## config.mk

```make
export PLATFORM = sky130hd
export DESIGN_NAME = mips_subset_execute_core
export DESIGN_NICKNAME = d
export VERILOG_FILES = /design/src/rtl/core/mse_pkg.sv /design/src/rtl/core/mips_subset_execute_core.sv /design/src/rtl/core/mse_regfile.sv /design/src/rtl/core/mse_execute.sv
export SDC_FILE = /design/constraint.sdc
export NUM_CORES = 2
export LEC_CHECK = 0
export BUFFER_PORTS_ARGS = -buffer_cell sky130_fd_sc_hd__buf_4
export CORE_MARGIN = 8
export CORE_UTILIZATION = 30
export DETAILED_ROUTE_END_ITERATION = 8
export HOLD_SLACK_MARGIN = 0.08
export MAX_ROUTING_LAYER = met4
export SYNTH_ARGS = -nofsm -noshare
export SYNTH_HDL_FRONTEND = slang
export SYNTH_SLANG_ARGS = --single-unit
```

## constraint.sdc

```tcl
create_clock -name clock -period 12.8 [get_ports clock]
set_input_delay 3.2 -clock clock [delete_from_list [all_inputs] [get_ports clock]]
set_output_delay 3.2 -clock clock [all_outputs]
set_load 0.005 [all_outputs]
```

## src/rtl/core/mse_pkg.sv

```systemverilog
// mse_pkg: shared types and constants of the MIPS subset execute core.
// No dependencies; used by mse_regfile, mse_execute and mips_subset_execute_core.
package mse_pkg;

   localparam int WORD_W              = 32;
   localparam int REG_ADDR_W          = 5;
   localparam int REGISTER_COUNT      = 32;
   localparam int INDEX_W             = 13;
   localparam int REQ_TDATA_W         = 144;
   localparam int RSP_TDATA_W         = 128;

   localparam logic [INDEX_W-1:0]    PROGRAM_DEPTH       = 13'd4096;
   localparam logic [INDEX_W-1:0]    PROGRAM_LENGTH_RST  = 13'd1;
   localparam logic [WORD_W-1:0]     STACK_TOP           = 32'd1048576;
   localparam logic [REG_ADDR_W-1:0] STACK_POINTER_INDEX = 5'd29;
   localparam logic [WORD_W-1:0]     KERNEL_REG_A        = 32'd26;
   localparam logic [WORD_W-1:0]     KERNEL_REG_B        = 32'd27;

   typedef enum logic [3:0] {
      OP_ADD  = 4'd0,
      OP_ADDI = 4'd1,
      OP_SUB  = 4'd2,
      OP_MUL  = 4'd3,
      OP_BEQ  = 4'd4,
      OP_BNE  = 4'd5,
      OP_SLT  = 4'd6,
      OP_J    = 4'd7,
      OP_SW   = 4'd8,
      OP_LW   = 4'd9
   } op_type;

   typedef enum logic [2:0] {
      ERR_NONE           = 3'd0,
      ERR_BAD_REG        = 3'd1,
      ERR_OVERFLOW       = 3'd2,
      ERR_MISALIGNED     = 3'd3,
      ERR_OUT_OF_PROGRAM = 3'd4,
      ERR_KERNEL_REG     = 3'd5
   } err_type;

   typedef enum logic [1:0] {
      MEM_NONE  = 2'd0,
      MEM_READ  = 2'd1,
      MEM_WRITE = 2'd2
   } mem_req_type;

   typedef enum logic {
      CMD_EXECUTE     = 1'b0,
      CMD_LOAD_RETURN = 1'b1
   } cmd_type;

   // packed from the top bit down; the fields after command match req_tdata
   typedef struct packed {
      cmd_type                command;
      logic [WORD_W-1:0]      return_value;
      logic [REG_ADDR_W-1:0]  return_register;
      logic [WORD_W-1:0]      arg_third;
      logic [WORD_W-1:0]      arg_second;
      logic [WORD_W-1:0]      arg_first;
      logic [3:0]             opcode;
   } req_item_type;

   localparam int REQ_FIELDS_W = $bits(req_item_type) - 1;

   // packed from the top bit down; matches rsp_tdata below the padding
   typedef struct packed {
      logic [WORD_W-1:0]      wb_value;
      logic [REG_ADDR_W-1:0]  wb_register;
      logic                   wb_valid;
      logic [REG_ADDR_W-1:0]  mem_dest_register;
      logic [WORD_W-1:0]      mem_write_data;
      logic [WORD_W-1:0]      mem_address;
      mem_req_type            mem_request;
      err_type                error_code;
      logic                   halted;
      logic [INDEX_W-1:0]     next_index;
   } exec_result_type;

   localparam int RSP_PAD_W = RSP_TDATA_W - $bits(exec_result_type);

endpackage

```

## src/rtl/core/mips_subset_execute_core.sv

```systemverilog
// mips_subset_execute_core: an accepted word is held in the input register, executed by
// the single execute stage and captured in the result register; one word per cycle
// sustained while the result side does not stall. Register file reads are registered
// at accept and bypassed from the write of the preceding word.
// Reset: program index 0, halt clear, program length 1, all registers read zero
// except the stack pointer, which reads the stack top, until written.
module mips_subset_execute_core (
   input  logic                                 clock,
   input  logic                                 reset,
   input  logic                                 req_tvalid,
   output logic                                 req_tready,
   // opcode, arg_first, arg_second, arg_third, return_register, return_value, zero pad
   input  logic [mse_pkg::REQ_TDATA_W-1:0]      req_tdata,
   // command
   input  logic                                 req_tuser,
   output logic                                 rsp_tvalid,
   input  logic                                 rsp_tready,
   // next_index, halted, error_code, mem_request, mem_address, mem_write_data,
   // mem_dest_register, wb_valid, wb_register, wb_value, zero pad
   output logic [mse_pkg::RSP_TDATA_W-1:0]      rsp_tdata,
   input  logic                                 csr_we,
   input  logic [mse_pkg::INDEX_W-1:0]          csr_wdata
);

   logic                                     a_valid_ff;
   mse_pkg::req_item_type                    a_item_ff;
   logic                                     rsp_valid_ff;
   mse_pkg::exec_result_type                 rsp_res_ff;
   logic [mse_pkg::INDEX_W-1:0]              pc_ff;
   logic                                     halt_ff;
   logic [mse_pkg::INDEX_W-1:0]              len_ff;

   logic                                     a_adv;
   logic                                     req_acc;
   logic [mse_pkg::INDEX_W-1:0]              active_len;
   mse_pkg::op_type                          req_op;
   logic [1:0][mse_pkg::REG_ADDR_W-1:0]      rd_addr;
   logic [1:0][mse_pkg::WORD_W-1:0]          rd_data;
   mse_pkg::exec_result_type                 exe_res;
   logic                                     rf_we;

   assign a_adv      = a_valid_ff && (!rsp_valid_ff || rsp_tready);
   assign req_tready = !a_valid_ff || a_adv;
   assign req_acc    = req_tvalid && req_tready;
   assign active_len = (len_ff > mse_pkg::PROGRAM_DEPTH) ? mse_pkg::PROGRAM_DEPTH : len_ff;

   // port 0: rs / branch first / store data; port 1: rt / branch second / base
   assign req_op = mse_pkg::op_type'(req_tdata[3:0]);
   always_comb begin
      rd_addr[0] = req_tdata[40:36];
      rd_addr[1] = req_tdata[72:68];
      if (req_op inside {mse_pkg::OP_BEQ, mse_pkg::OP_BNE, mse_pkg::OP_SW}) begin
         rd_addr[0] = req_tdata[8:4];
      end
      if (req_op inside {mse_pkg::OP_BEQ, mse_pkg::OP_BNE}) begin
         rd_addr[1] = req_tdata[40:36];
      end
   end

   assign rf_we = a_adv && exe_res.wb_valid;

   mse_regfile u_regfile (
      .clock   (clock),
      .reset   (reset),
      .rd_en   (req_acc),
      .rd_addr (rd_addr),
      .rd_data (rd_data),
      .wr_en   (rf_we),
      .wr_addr (exe_res.wb_register),
      .wr_data (exe_res.wb_value)
   );

   mse_execute u_execute (
      .item       (a_item_ff),
      .rs_value   (rd_data[0]),
      .rt_value   (rd_data[1]),
      .pc         (pc_ff),
      .halt       (halt_ff),
      .active_len (active_len),
      .res        (exe_res)
   );

   always_ff @(posedge clock) begin
      if (reset) begin
         a_valid_ff   <= 1'b0;
         rsp_valid_ff <= 1'b0;
         pc_ff        <= '0;
         halt_ff      <= 1'b0;
         len_ff       <= mse_pkg::PROGRAM_LENGTH_RST;
      end else begin
         if (req_acc) begin
            a_valid_ff <= 1'b1;
         end else if (a_adv) begin
            a_valid_ff <= 1'b0;
         end
         if (a_adv) begin
            rsp_valid_ff <= 1'b1;
            pc_ff        <= exe_res.next_index;
            halt_ff      <= halt_ff || (exe_res.error_code != mse_pkg::ERR_NONE);
         end else if (rsp_tready) begin
            rsp_valid_ff <= 1'b0;
         end
         if (csr_we) begin
            len_ff <= csr_wdata;
         end
      end
   end

   always_ff @(posedge clock) begin
      if (req_acc) begin
         a_item_ff <= {mse_pkg::cmd_type'(req_tuser), req_tdata[mse_pkg::REQ_FIELDS_W-1:0]};
      end
      if (a_adv) begin
         rsp_res_ff <= exe_res;
      end
   end

   assign rsp_tvalid = rsp_valid_ff;
   assign rsp_tdata  = {{mse_pkg::RSP_PAD_W{1'b0}}, rsp_res_ff};

   a_halt_sticky: assert property (@(posedge clock) disable iff (reset)
      halt_ff |=> halt_ff)
      else $error("halt flag cleared");

   a_error_holds_pc: assert property (@(posedge clock) disable iff (reset)
      a_adv && (exe_res.error_code != mse_pkg::ERR_NONE) |=> halt_ff && $stable(pc_ff))
      else $error("failing word changed program index or left halt clear");

   a_error_no_side_effect: assert property (@(posedge clock) disable iff (reset)
      rsp_valid_ff && (rsp_res_ff.error_code != mse_pkg::ERR_NONE) |->
         !rsp_res_ff.wb_valid && (rsp_res_ff.mem_request == mse_pkg::MEM_NONE) &&
         rsp_res_ff.halted)
      else $error("failing word produced write-back or memory request");

   a_no_zero_writeback: assert property (@(posedge clock) disable iff (reset)
      rf_we |-> (exe_res.wb_register != '0))
      else $error("write-back to register zero");

endmodule

```

## src/rtl/core/mse_regfile.sv

```systemverilog
// mse_regfile: 32-entry register file, two registered read ports, one write port.
// Entries not yet written read as their reset value; same-edge writes are bypassed.
// Depends on mse_pkg.
module mse_regfile (
   input  logic                                      clock,
   input  logic                                      reset,
   input  logic                                      rd_en,
   input  logic [1:0][mse_pkg::REG_ADDR_W-1:0]       rd_addr,
   output logic [1:0][mse_pkg::WORD_W-1:0]           rd_data,
   input  logic                                      wr_en,
   input  logic [mse_pkg::REG_ADDR_W-1:0]            wr_addr,
   input  logic [mse_pkg::WORD_W-1:0]                wr_data
);

   logic [mse_pkg::WORD_W-1:0]         rf_ff [mse_pkg::REGISTER_COUNT];
   logic [mse_pkg::REGISTER_COUNT-1:0] valid_ff;
   logic [1:0][mse_pkg::WORD_W-1:0]    q_ff;
   logic [1:0]                         q_valid_ff;
   logic [1:0]                         q_sp_ff;
   logic [1:0]                         byp_ff;
   logic [mse_pkg::WORD_W-1:0]         byp_data_ff;

   always_ff @(posedge clock) begin
      if (reset) begin
         valid_ff <= '0;
      end else if (wr_en) begin
         valid_ff[wr_addr] <= 1'b1;
      end
   end

   always_ff @(posedge clock) begin
      if (wr_en) begin
         rf_ff[wr_addr] <= wr_data;
      end
      if (rd_en) begin
         for (int p = 0; p < 2; p++) begin
            q_ff[p]       <= rf_ff[rd_addr[p]];
            q_valid_ff[p] <= valid_ff[rd_addr[p]];
            q_sp_ff[p]    <= (rd_addr[p] == mse_pkg::STACK_POINTER_INDEX);
            byp_ff[p]     <= wr_en && (wr_addr == rd_addr[p]);
         end
         byp_data_ff <= wr_data;
      end
   end

   always_comb begin
      for (int p = 0; p < 2; p++) begin
         if (byp_ff[p]) begin
            rd_data[p] = byp_data_ff;
         end else if (q_valid_ff[p]) begin
            rd_data[p] = q_ff[p];
         end else if (q_sp_ff[p]) begin
            rd_data[p] = mse_pkg::STACK_TOP;
         end else begin
            rd_data[p] = '0;
         end
      end
   end

endmodule

```

## src/rtl/core/mse_execute.sv

```systemverilog
// mse_execute: combinational execute step for one word (decode, ALU, branch, memory).
// Depends on mse_pkg; operands come from mse_regfile read ports.
module mse_execute (
   input  mse_pkg::req_item_type               item,
   input  logic [mse_pkg::WORD_W-1:0]          rs_value,
   input  logic [mse_pkg::WORD_W-1:0]          rt_value,
   input  logic [mse_pkg::INDEX_W-1:0]         pc,
   input  logic                                halt,
   input  logic [mse_pkg::INDEX_W-1:0]         active_len,
   output mse_pkg::exec_result_type            res
);

   localparam int ADDR_EXT_W = mse_pkg::WORD_W + 2;

   function automatic logic reg_ok(input logic [mse_pkg::WORD_W-1:0] r);
      return r[mse_pkg::WORD_W-1:mse_pkg::REG_ADDR_W] == '0;
   endfunction

   function automatic mse_pkg::err_type jump_err(input logic [ADDR_EXT_W-1:0] byte_addr,
                                                 input logic [mse_pkg::INDEX_W-1:0] limit);
      if (byte_addr[1:0] != 2'b00) begin
         return mse_pkg::ERR_MISALIGNED;
      end
      if (byte_addr[ADDR_EXT_W-1] ||
          (byte_addr[ADDR_EXT_W-1:2] >=
           {{(mse_pkg::WORD_W-mse_pkg::INDEX_W){1'b0}}, limit})) begin
         return mse_pkg::ERR_OUT_OF_PROGRAM;
      end
      return mse_pkg::ERR_NONE;
   endfunction

   mse_pkg::op_type               op;
   mse_pkg::err_type              err;
   logic                          is_alu;
   logic                          add_op;
   logic [mse_pkg::WORD_W:0]      alu_q;
   logic [ADDR_EXT_W-1:0]         br_addr;
   logic [ADDR_EXT_W-1:0]         j_addr;
   logic                          taken;

   assign op      = mse_pkg::op_type'(item.opcode);
   assign br_addr = {{(ADDR_EXT_W-mse_pkg::INDEX_W-2){1'b0}}, pc, 2'b00}
                    + {{2{item.arg_third[mse_pkg::WORD_W-1]}}, item.arg_third};
   assign j_addr  = {{2{item.arg_first[mse_pkg::WORD_W-1]}}, item.arg_first};
   assign taken   = (rs_value == rt_value) == (op == mse_pkg::OP_BEQ);

   always_comb begin
      res            = '0;
      res.next_index = pc;
      err            = mse_pkg::ERR_NONE;
      is_alu         = 1'b0;
      add_op         = 1'b0;
      alu_q          = '0;
      if (item.command == mse_pkg::CMD_LOAD_RETURN) begin
         if (item.return_register != '0) begin
            res.wb_valid    = 1'b1;
            res.wb_register = item.return_register;
            res.wb_value    = item.return_value;
         end
      end else if (!halt && (pc < active_len)) begin
         case (op)
            mse_pkg::OP_ADD, mse_pkg::OP_ADDI, mse_pkg::OP_SUB,
            mse_pkg::OP_MUL, mse_pkg::OP_SLT: begin
               res.next_index = pc + 1'b1;
               if (!reg_ok(item.arg_first) || !reg_ok(item.arg_second) ||
                   ((op != mse_pkg::OP_ADDI) && !reg_ok(item.arg_third))) begin
                  err = mse_pkg::ERR_BAD_REG;
               end else begin
                  is_alu = 1'b1;
                  add_op = op inside {mse_pkg::OP_ADD, mse_pkg::OP_ADDI, mse_pkg::OP_SUB};
                  case (op)
                     mse_pkg::OP_ADD:  alu_q = {rs_value[mse_pkg::WORD_W-1], rs_value}
                                             + {rt_value[mse_pkg::WORD_W-1], rt_value};
                     mse_pkg::OP_ADDI: alu_q = {rs_value[mse_pkg::WORD_W-1], rs_value}
                                             + {item.arg_third[mse_pkg::WORD_W-1],
                                                item.arg_third};
                     mse_pkg::OP_SUB:  alu_q = {rs_value[mse_pkg::WORD_W-1], rs_value}
                                             - {rt_value[mse_pkg::WORD_W-1], rt_value};
                     mse_pkg::OP_MUL:  alu_q = {1'b0, rs_value * rt_value};
                     mse_pkg::OP_SLT:  alu_q = {{mse_pkg::WORD_W{1'b0}},
                                                ($signed(rs_value) < $signed(rt_value))};
                     default:          alu_q = '0;
                  endcase
               end
            end
            mse_pkg::OP_BEQ, mse_pkg::OP_BNE: begin
               res.next_index = pc + 1'b1;
               if (!reg_ok(item.arg_first) || !reg_ok(item.arg_second)) begin
                  err = mse_pkg::ERR_BAD_REG;
               end else if (taken) begin
                  err            = jump_err(br_addr, active_len);
                  res.next_index = br_addr[mse_pkg::INDEX_W+1:2] + 1'b1;
               end
            end
            mse_pkg::OP_J: begin
               err            = jump_err(j_addr, active_len);
               res.next_index = item.arg_first[mse_pkg::INDEX_W+1:2];
            end
            mse_pkg::OP_SW: begin
               res.next_index = pc + 1'b1;
               if (!reg_ok(item.arg_third) || !reg_ok(item.arg_first)) begin
                  err = mse_pkg::ERR_BAD_REG;
               end else begin
                  res.mem_request    = mse_pkg::MEM_WRITE;
                  res.mem_address    = rt_value + item.arg_second;
                  res.mem_write_data = rs_value;
               end
            end
            mse_pkg::OP_LW: begin
               res.next_index = pc + 1'b1;
               if (!reg_ok(item.arg_first) || !reg_ok(item.arg_third)) begin
                  err = mse_pkg::ERR_BAD_REG;
               end else begin
                  res.mem_request       = mse_pkg::MEM_READ;
                  res.mem_address       = rt_value + item.arg_second;
                  res.mem_dest_register = item.arg_first[mse_pkg::REG_ADDR_W-1:0];
               end
            end
            default: begin
               res.next_index = pc;
            end
         endcase

         if ((err == mse_pkg::ERR_NONE) && is_alu) begin
            if (add_op && (alu_q[mse_pkg::WORD_W] != alu_q[mse_pkg::WORD_W-1])) begin
               err = mse_pkg::ERR_OVERFLOW;
            end else if (item.arg_first inside {mse_pkg::KERNEL_REG_A,
                                                mse_pkg::KERNEL_REG_B}) begin
               err = mse_pkg::ERR_KERNEL_REG;
            end else if (item.arg_first != '0) begin
               res.wb_valid    = 1'b1;
               res.wb_register = item.arg_first[mse_pkg::REG_ADDR_W-1:0];
               res.wb_value    = alu_q[mse_pkg::WORD_W-1:0];
            end
         end

         if (err != mse_pkg::ERR_NONE) begin
            res.next_index        = pc;
            res.mem_request       = mse_pkg::MEM_NONE;
            res.mem_address       = '0;
            res.mem_write_data    = '0;
            res.mem_dest_register = '0;
            res.wb_valid          = 1'b0;
            res.wb_register       = '0;
            res.wb_value          = '0;
         end
      end
      res.error_code = err;
      res.halted     = halt || (err != mse_pkg::ERR_NONE) || (res.next_index >= active_len);
   end

endmodule

```

Word level (Yosys, flattened, before mapping)
Memory sizes are Yosys's and may differ from the RTL's. A register that Yosys moved wholly into a read port is not among the register bits.
Index checks and enable logic that the tools add are counted.
{ "word_totals": {"register_bits": 363, "ram_bits": 1024, "in_bits": 163, "elab_cells": 219, "n_memories": 1} }
{ "mem_list": {"columns": ["name", "words", "word_bits", "read_ports", "rd_ports_with_merged_regs", "wr", "line", "rtl"], "rows": [
  ["u_regfile.rf_ff", 32, 32, 2, 2, 1, "mse_regfile.sv:15", "logic [mse_pkg::WORD_W-1:0] rf_ff [mse_pkg::REGISTER_COUNT];"]
]} }
{ "classes": {"n_addsub": 7, "mul": 1, "magnitude_cmp": 10, "n_eq_ne": 22, "mux": 98, "bitwise_logic": 4, "n_reduce_logical": 49} }
{ "op_table": {"columns": ["cell", "n"], "rows": [
  ["$mux 38", 6],
  ["$mux 109", 2],
  ["$pmux 33 s5", 1],
  ["$mux 32", 5],
  ["$mux 33", 4],
  ["$logic_not 27->1", 3],
  ["$mux 13", 6],
  ["$pmux 34 s2", 1],
  ["$add 32x32->33", 2],
  ["$mux 66", 1],
  ["$eq 32x5->1 const B", 2],
  ["$ge 32x13->1", 2],
  ["$mux 3", 19],
  ["$mux 21", 2],
  ["$mux 1", 41],
  ["$pmux 13 s3", 1],
  ["$mux 34", 1],
  ["$add 16x32->33", 1],
  ["$sub 32x32->33", 1],
  ["$add 32x32->32", 1],
  ["$eq 32x32->1", 1],
  ["$lt 32x32->1", 1],
  ["$mul 32x32->32", 1],
  ["$or 32x32->32", 1],
  ["33 further kinds", 85]
]} }

Logic depth before layout (Yosys ltp)
{ "depth": {"ltp_word": 37, "mapped_depth": 53, "depth_no_buf": 48} }

Modules after synthesis
Synthesis repeated with hierarchy kept, for this count alone.
{ "unflattened": {"hier_cells": 6804, "area_unflattened_um2": 87461.4} }
{ "modules_own_cells": {"columns": ["mod", "instances", "cells_per_inst", "area_each_um2", "seq_area_each_um2"], "rows": [
  ["mse_regfile", 1, 3148, 52591.7, 34453.0],
  ["mse_execute", 1, 3244, 25594.5, 0.0],
  ["mips_subset_execute_core", 1, 412, 9275.1, 8508.2]
]} }

Worst setup path after synthesis
Ideal clock, no wire load.
{ "synth_timing": {"path_type": "reg-to-reg", "startpoint": "reg u_regfile.byp_ff[0]", "endpoint": "reg rsp_res_ff, in the netlist rsp_tdata[13] (data pin)", "setup_time_ns": 0.281, "t_arrival_ns": 10.932, "setup_slack_ns": 1.587, "path_stages_with_launch": 50, "path_buffers": 4, "cell_sequence": "edfxtp_1 -> buf_4 -> buf_2 -> buf_2 -> a22oi_1 -> clkinv_1 -> ha_1 -> fa_1 -> fa_1 -> inv_1 -> fa_1 -> fa_1 -> inv_1 -> ha_1 -> ha_1 -> inv_1 -> fa_1 -> fa_1 -> (+14 left out) -> buf_6 -> nor2_1 -> a21oi_1 -> ha_1 -> nor2b_1 -> o21a_1 -> o21a_1 -> o21a_1 -> o21a_1 -> o21a_1 -> o21ai_0 -> nand2b_1 -> a21oi_1 -> nor2b_1 -> o21ai_0 -> a21boi_0 -> o21ai_0 -> o211ai_1"} }
{ "synth_lines": {"columns": ["item", "line", "rtl"], "rows": [
  ["from (decl)", "mse_regfile.sv:20", "logic [1:0] byp_ff;"],
  ["from (signal, indexed assignment)", "mse_regfile.sv:40", "byp_ff[p] <= wr_en && (wr_addr == rd_addr[p]);"],
  ["to (signal assigned)", "mips_subset_execute_core.sv:114", "rsp_res_ff <= exe_res;"],
  ["to (decl)", "mips_subset_execute_core.sv:28", "mse_pkg::exec_result_type rsp_res_ff;"]
]} }

==> results.ini <==
[setup_path]
crit_path_max_fanout = 19
critPathKind = flip-flop to flip-flop
worstPathArrival_ns = 12.79
worstSetupEndpointType = flip-flop
crit_start = u_regfile.byp_ff[1]$_DFFE_PP_
cpMaxStageDelayCell = a22o_1
r2r-end = rsp_tdata[13]$_DFFE_PP_
worstPathRequired_ns = 13.34
critPathMaxStageDelay_ns = 0.70
regToRegStartpoint = u_regfile.byp_ff[1]$_DFFE_PP_
rrSetupSlack_ns = 0.55
critPathMostFrequentCell = fa_1
r2r_cells = 45
worstSetupStartpointType = flip-flop

[detailed_routing]
wl_um = 309000
drc = 0
wire_per_inst_um = 28.1
detail-route-antenna-nets = 0
avgViaCountPerCell = 5.40
drtIter0Drc = 6800
via_count = 59500
dr.pass1.iters = 6

[placed_design]
io_buffers = 283
dp_hpwl_um = 214000
gp_congestion = 0.980

[floorplan]
dieWidth_um = 555
start_util = 0.301
core-area_mm2 = 0.290
dieArea_mm2 = 0.309
num_rows = 198
ios = 293
die_h_um = 555

[clocking]
clock-sinks = 1451
htreeDepth = 4
cts_buffer_depth = 3
cts_resized = 0
post_cts_buffers = 0
cts_tree = yes
clkSlewWorstSetupHoldPaths_ns = 0.06
cts_hold_buf = 0
numCtsBuffers = 155
clk_latency_ns = 0.82
cts_root_buf = clkbuf_16

[sta]
fin_crit_ns = 12.25
slew_headroom = 0.160
grt_setup_unrepaired = no
clock_skew_ns = 0.0644
fmax_mhz = 81.6
slew_viol_final = 0
tightest_slew_ns = 1.25
post-route-period-util = 0.957
finalSetupViolations = 0
setup_tns_ns = 0
hold_violations = 0

[outcome]
status = completed

[grt]
overflow = 0
grt_usage = 0.200
antenna_found_initial = 19
grt_max_degree = 114
first_global_vias = 60900
grt_pass1_wl_um = 440000

[power]
power.share.clock = 0.309
cellPowerDensity_mw_per_mm2 = 140
p_int_mw = 9.40
swShare = 0.336
power.leakage_nw = 37.8
pwr-share-seq = 0.381
combPwrFrac = 0.310
p_sw_mw = 4.75
total_power_mw = 14.2
ir_worst_vdd_mv = 0.232

[worst_hold_path]
worstHoldStart = u_regfile.valid_ff[2]$_SDFFE_PP0P_
hold_depth = 2
min-delay-path-class = flip-flop to flip-flop
min_to = u_regfile.valid_ff[2]$_SDFFE_PP0P_

[synth]
synthCells = 6593
synth.distinct_cells = 98
synth-async-reset-ratio = 0
postSynthAreaPerCell_um2 = 13.2
synth_seq_cells = 1451
synth-main-ff-cell = edfxtp_1
syn_area_mm2 = 0.0873
seq_area_frac_synth = 0.492
ys_warn_count = 0
synth_edf_count = 1390

[layout]
fin_util = 0.347
syn_to_final_growth_pct = 15.4
drive_above_1_share = 0.215
final_nets = 7851

[run]
drv_cap = 0

[routing by layer]
| layer | global-route usage | wire length (µm) | vias to the layer above |
|---|---|---|---|
| li1 | - | - | 25000 |
| met1 | 0.251 | 121000 | 30900 |
| met2 | 0.327 | 150000 | 2943 |
| met3 | 0.0346 | 25200 | 626 |
| met4 | 0.0758 | 13300 | 0 |
| met5 | - | 0 | - |
[how the worst max path moves through the flow]
stage                              end  slack [ns]  depth (start not counted)
2_1_floorplan  rsp_tdata[13]$_DFFE_PP_        1.59                         49
3_3_place_gp   rsp_tdata[13]$_DFFE_PP_        0.82                         45
3_5_place_dp   rsp_tdata[13]$_DFFE_PP_        0.78                         45
4_1_cts        rsp_tdata[13]$_DFFE_PP_        0.74                         45
5_1_grt        rsp_tdata[13]$_DFFE_PP_        0.04                         48
6_report       rsp_tdata[13]$_DFFE_PP_        0.55                         45
[metrics by stage]
| step | hold WS, ns | std cells | area (µm²) | setup slack [ns] |
|---|---|---|---|---|
| after CTS | 0.466 | 11000 | 101000 | 0.735 |
| after floorplan | 0.432 | 6626 | 87400 | 1.59 |
| after detailed placement | 0.458 | 10700 | 95800 | 0.784 |
| after global routing | 0.484 | 11000 | 101000 | 0.0402 |
| after global placement | 0.443 | 10700 | 95800 | 0.822 |
| final | 0.467 | 11000 | 101000 | 0.552 |
[cell usage after synthesis, types with 10 or more instances]
master       n  area [µm²]
buf_1      106         398
mux4_2     528       11900
nand3_1    221        1110
o22ai_1     22         138
a22oi_1     28         210
xor2_1      53         464
a22o_1      21         184
a21oi_1    249        1250
mux2_2      78         878
nor2b_1     25         156
edfxtp_1  1390       41700
and3_1      20         125
fa_1       412        8250
mux2i_1     95         951
buf_2       15        75.1
a31oi_1     38         238
a211oi_1    17         128
nand4_1     19         119
ha_1       301        3770
clkbuf_1   212         796
nand2_1    707        2650
o21a_1      21         158
nor2_1     597        2240
o21bai_1    25         188
nand2b_1    32         200
nor3_1      44         220
nor4_1      24         150
xnor2_1    140        1230
inv_2       15        56.3
a21o_1      73         548
o21ai_0    185         926
o31ai_1     10        75.1
dfxtp_1     61        1220
inv_1      525        1970
and2_1      10        62.6
buf_4       10        75.1
o211ai_1    44         330
a22oi_2     13         163
clkinv_1    18        67.6
[critical path: cells and delay by family, from the launching register on]
| family | cells | cell delay, ns |
|---|---|---|
| fa+ha+maj | 10 | 4.30 |
| xor+xnor | 2 | 0.31 |
| flops | 1 | 0.43 |
| compound gates | 20 | 4.06 |
| simple gates | 7 | 1.33 |
| buf+inv | 6 | 1.49 |
[sequential cells by signal (all words and copies together), names as in the netlist, 2 cells and up]
register	count
u_regfile.valid_ff	32
u_regfile.q_ff	64
u_regfile.byp_data_ff	32
a_item_ff	138
u_regfile.q_valid_ff	2
u_regfile.rf_ff	1024
pc_ff	13
rsp_tdata	126
u_regfile.byp_ff	2
len_ff	13
u_regfile.q_sp_ff	2
[layout make-up]
cell class / count / area, µm²
well taps: 3900 / 4880
clock buffers: 194 / 4140
repair buffers: 543 / 4520
clock inverters: 90 / 779
multi-input cells: 4264 / 41400
flip-flops and latches: 1451 / 43000
inverters: 560 / 2110
diodes: 12 / 30.0
fillers: 28200 / 190000
[logic make-up (layout without fill, tap and decap cells)]
group                    count (synthesis)  after routing  share of synthesized area
buffers and inverters                  911           1387                     0.0407
multiplexers                           701            701                      0.157
other                                    1             46                  0.0000430
XOR/XNOR                               201            201                     0.0213
flip-flops                            1451           1451                      0.492
AO/OA/AOI/OAI                          864            864                     0.0657
AND/OR/NAND/NOR                       1751           1751                     0.0854
adder cells (fa/ha/maj)                713            713                      0.138
[cells in the final DEF, fill, tap and decap left out, types with 26 or more instances in the layout]
cell / synthesis / routed
nor2_1: 597 / 576
fa_1: 412 / 412
dfxtp_1: 61 / 61
mux2_2: 78 / 76
inv_1: 525 / 513
xnor2_1: 140 / 140
o211ai_1: 44 / 44
inv_2: 15 / 26
a21o_1: 73 / 73
mux2i_1: 95 / 85
clkinv_1: 18 / 51
clkinv_2: 0 / 27
a31oi_1: 38 / 38
buf_12: 1 / 35
o21ai_2: 3 / 29
edfxtp_1: 1390 / 1390
nand2_1: 707 / 706
nor3_1: 44 / 41
conb_1: 1 / 34
o21ai_0: 185 / 158
nand3_1: 221 / 221
a22oi_1: 28 / 26
a21oi_1: 249 / 249
clkbuf_16: 0 / 160
xor2_1: 53 / 53
ha_1: 301 / 301
nand2b_1: 32 / 32
mux4_2: 528 / 528
buf_4: 10 / 507
clkbuf_1: 212 / 33
[power by group through the flow]
| stage | combinational (mW) | clock, mW | sequential [mW] |
|---|---|---|---|
| 2_1_floorplan | 2.67 | 0 | 5.46 |
| 4_1_cts | 4.35 | 4.45 | 5.39 |
| 3_5_place_dp | 4.30 | 0 | 5.49 |
| 3_3_place_gp | 4.31 | 0 | 5.49 |
| 6_report | 4.39 | 4.37 | 5.39 |
| 5_1_grt | 4.69 | 4.61 | 5.40 |
Note: power is estimated with default switching activity, not from simulation.
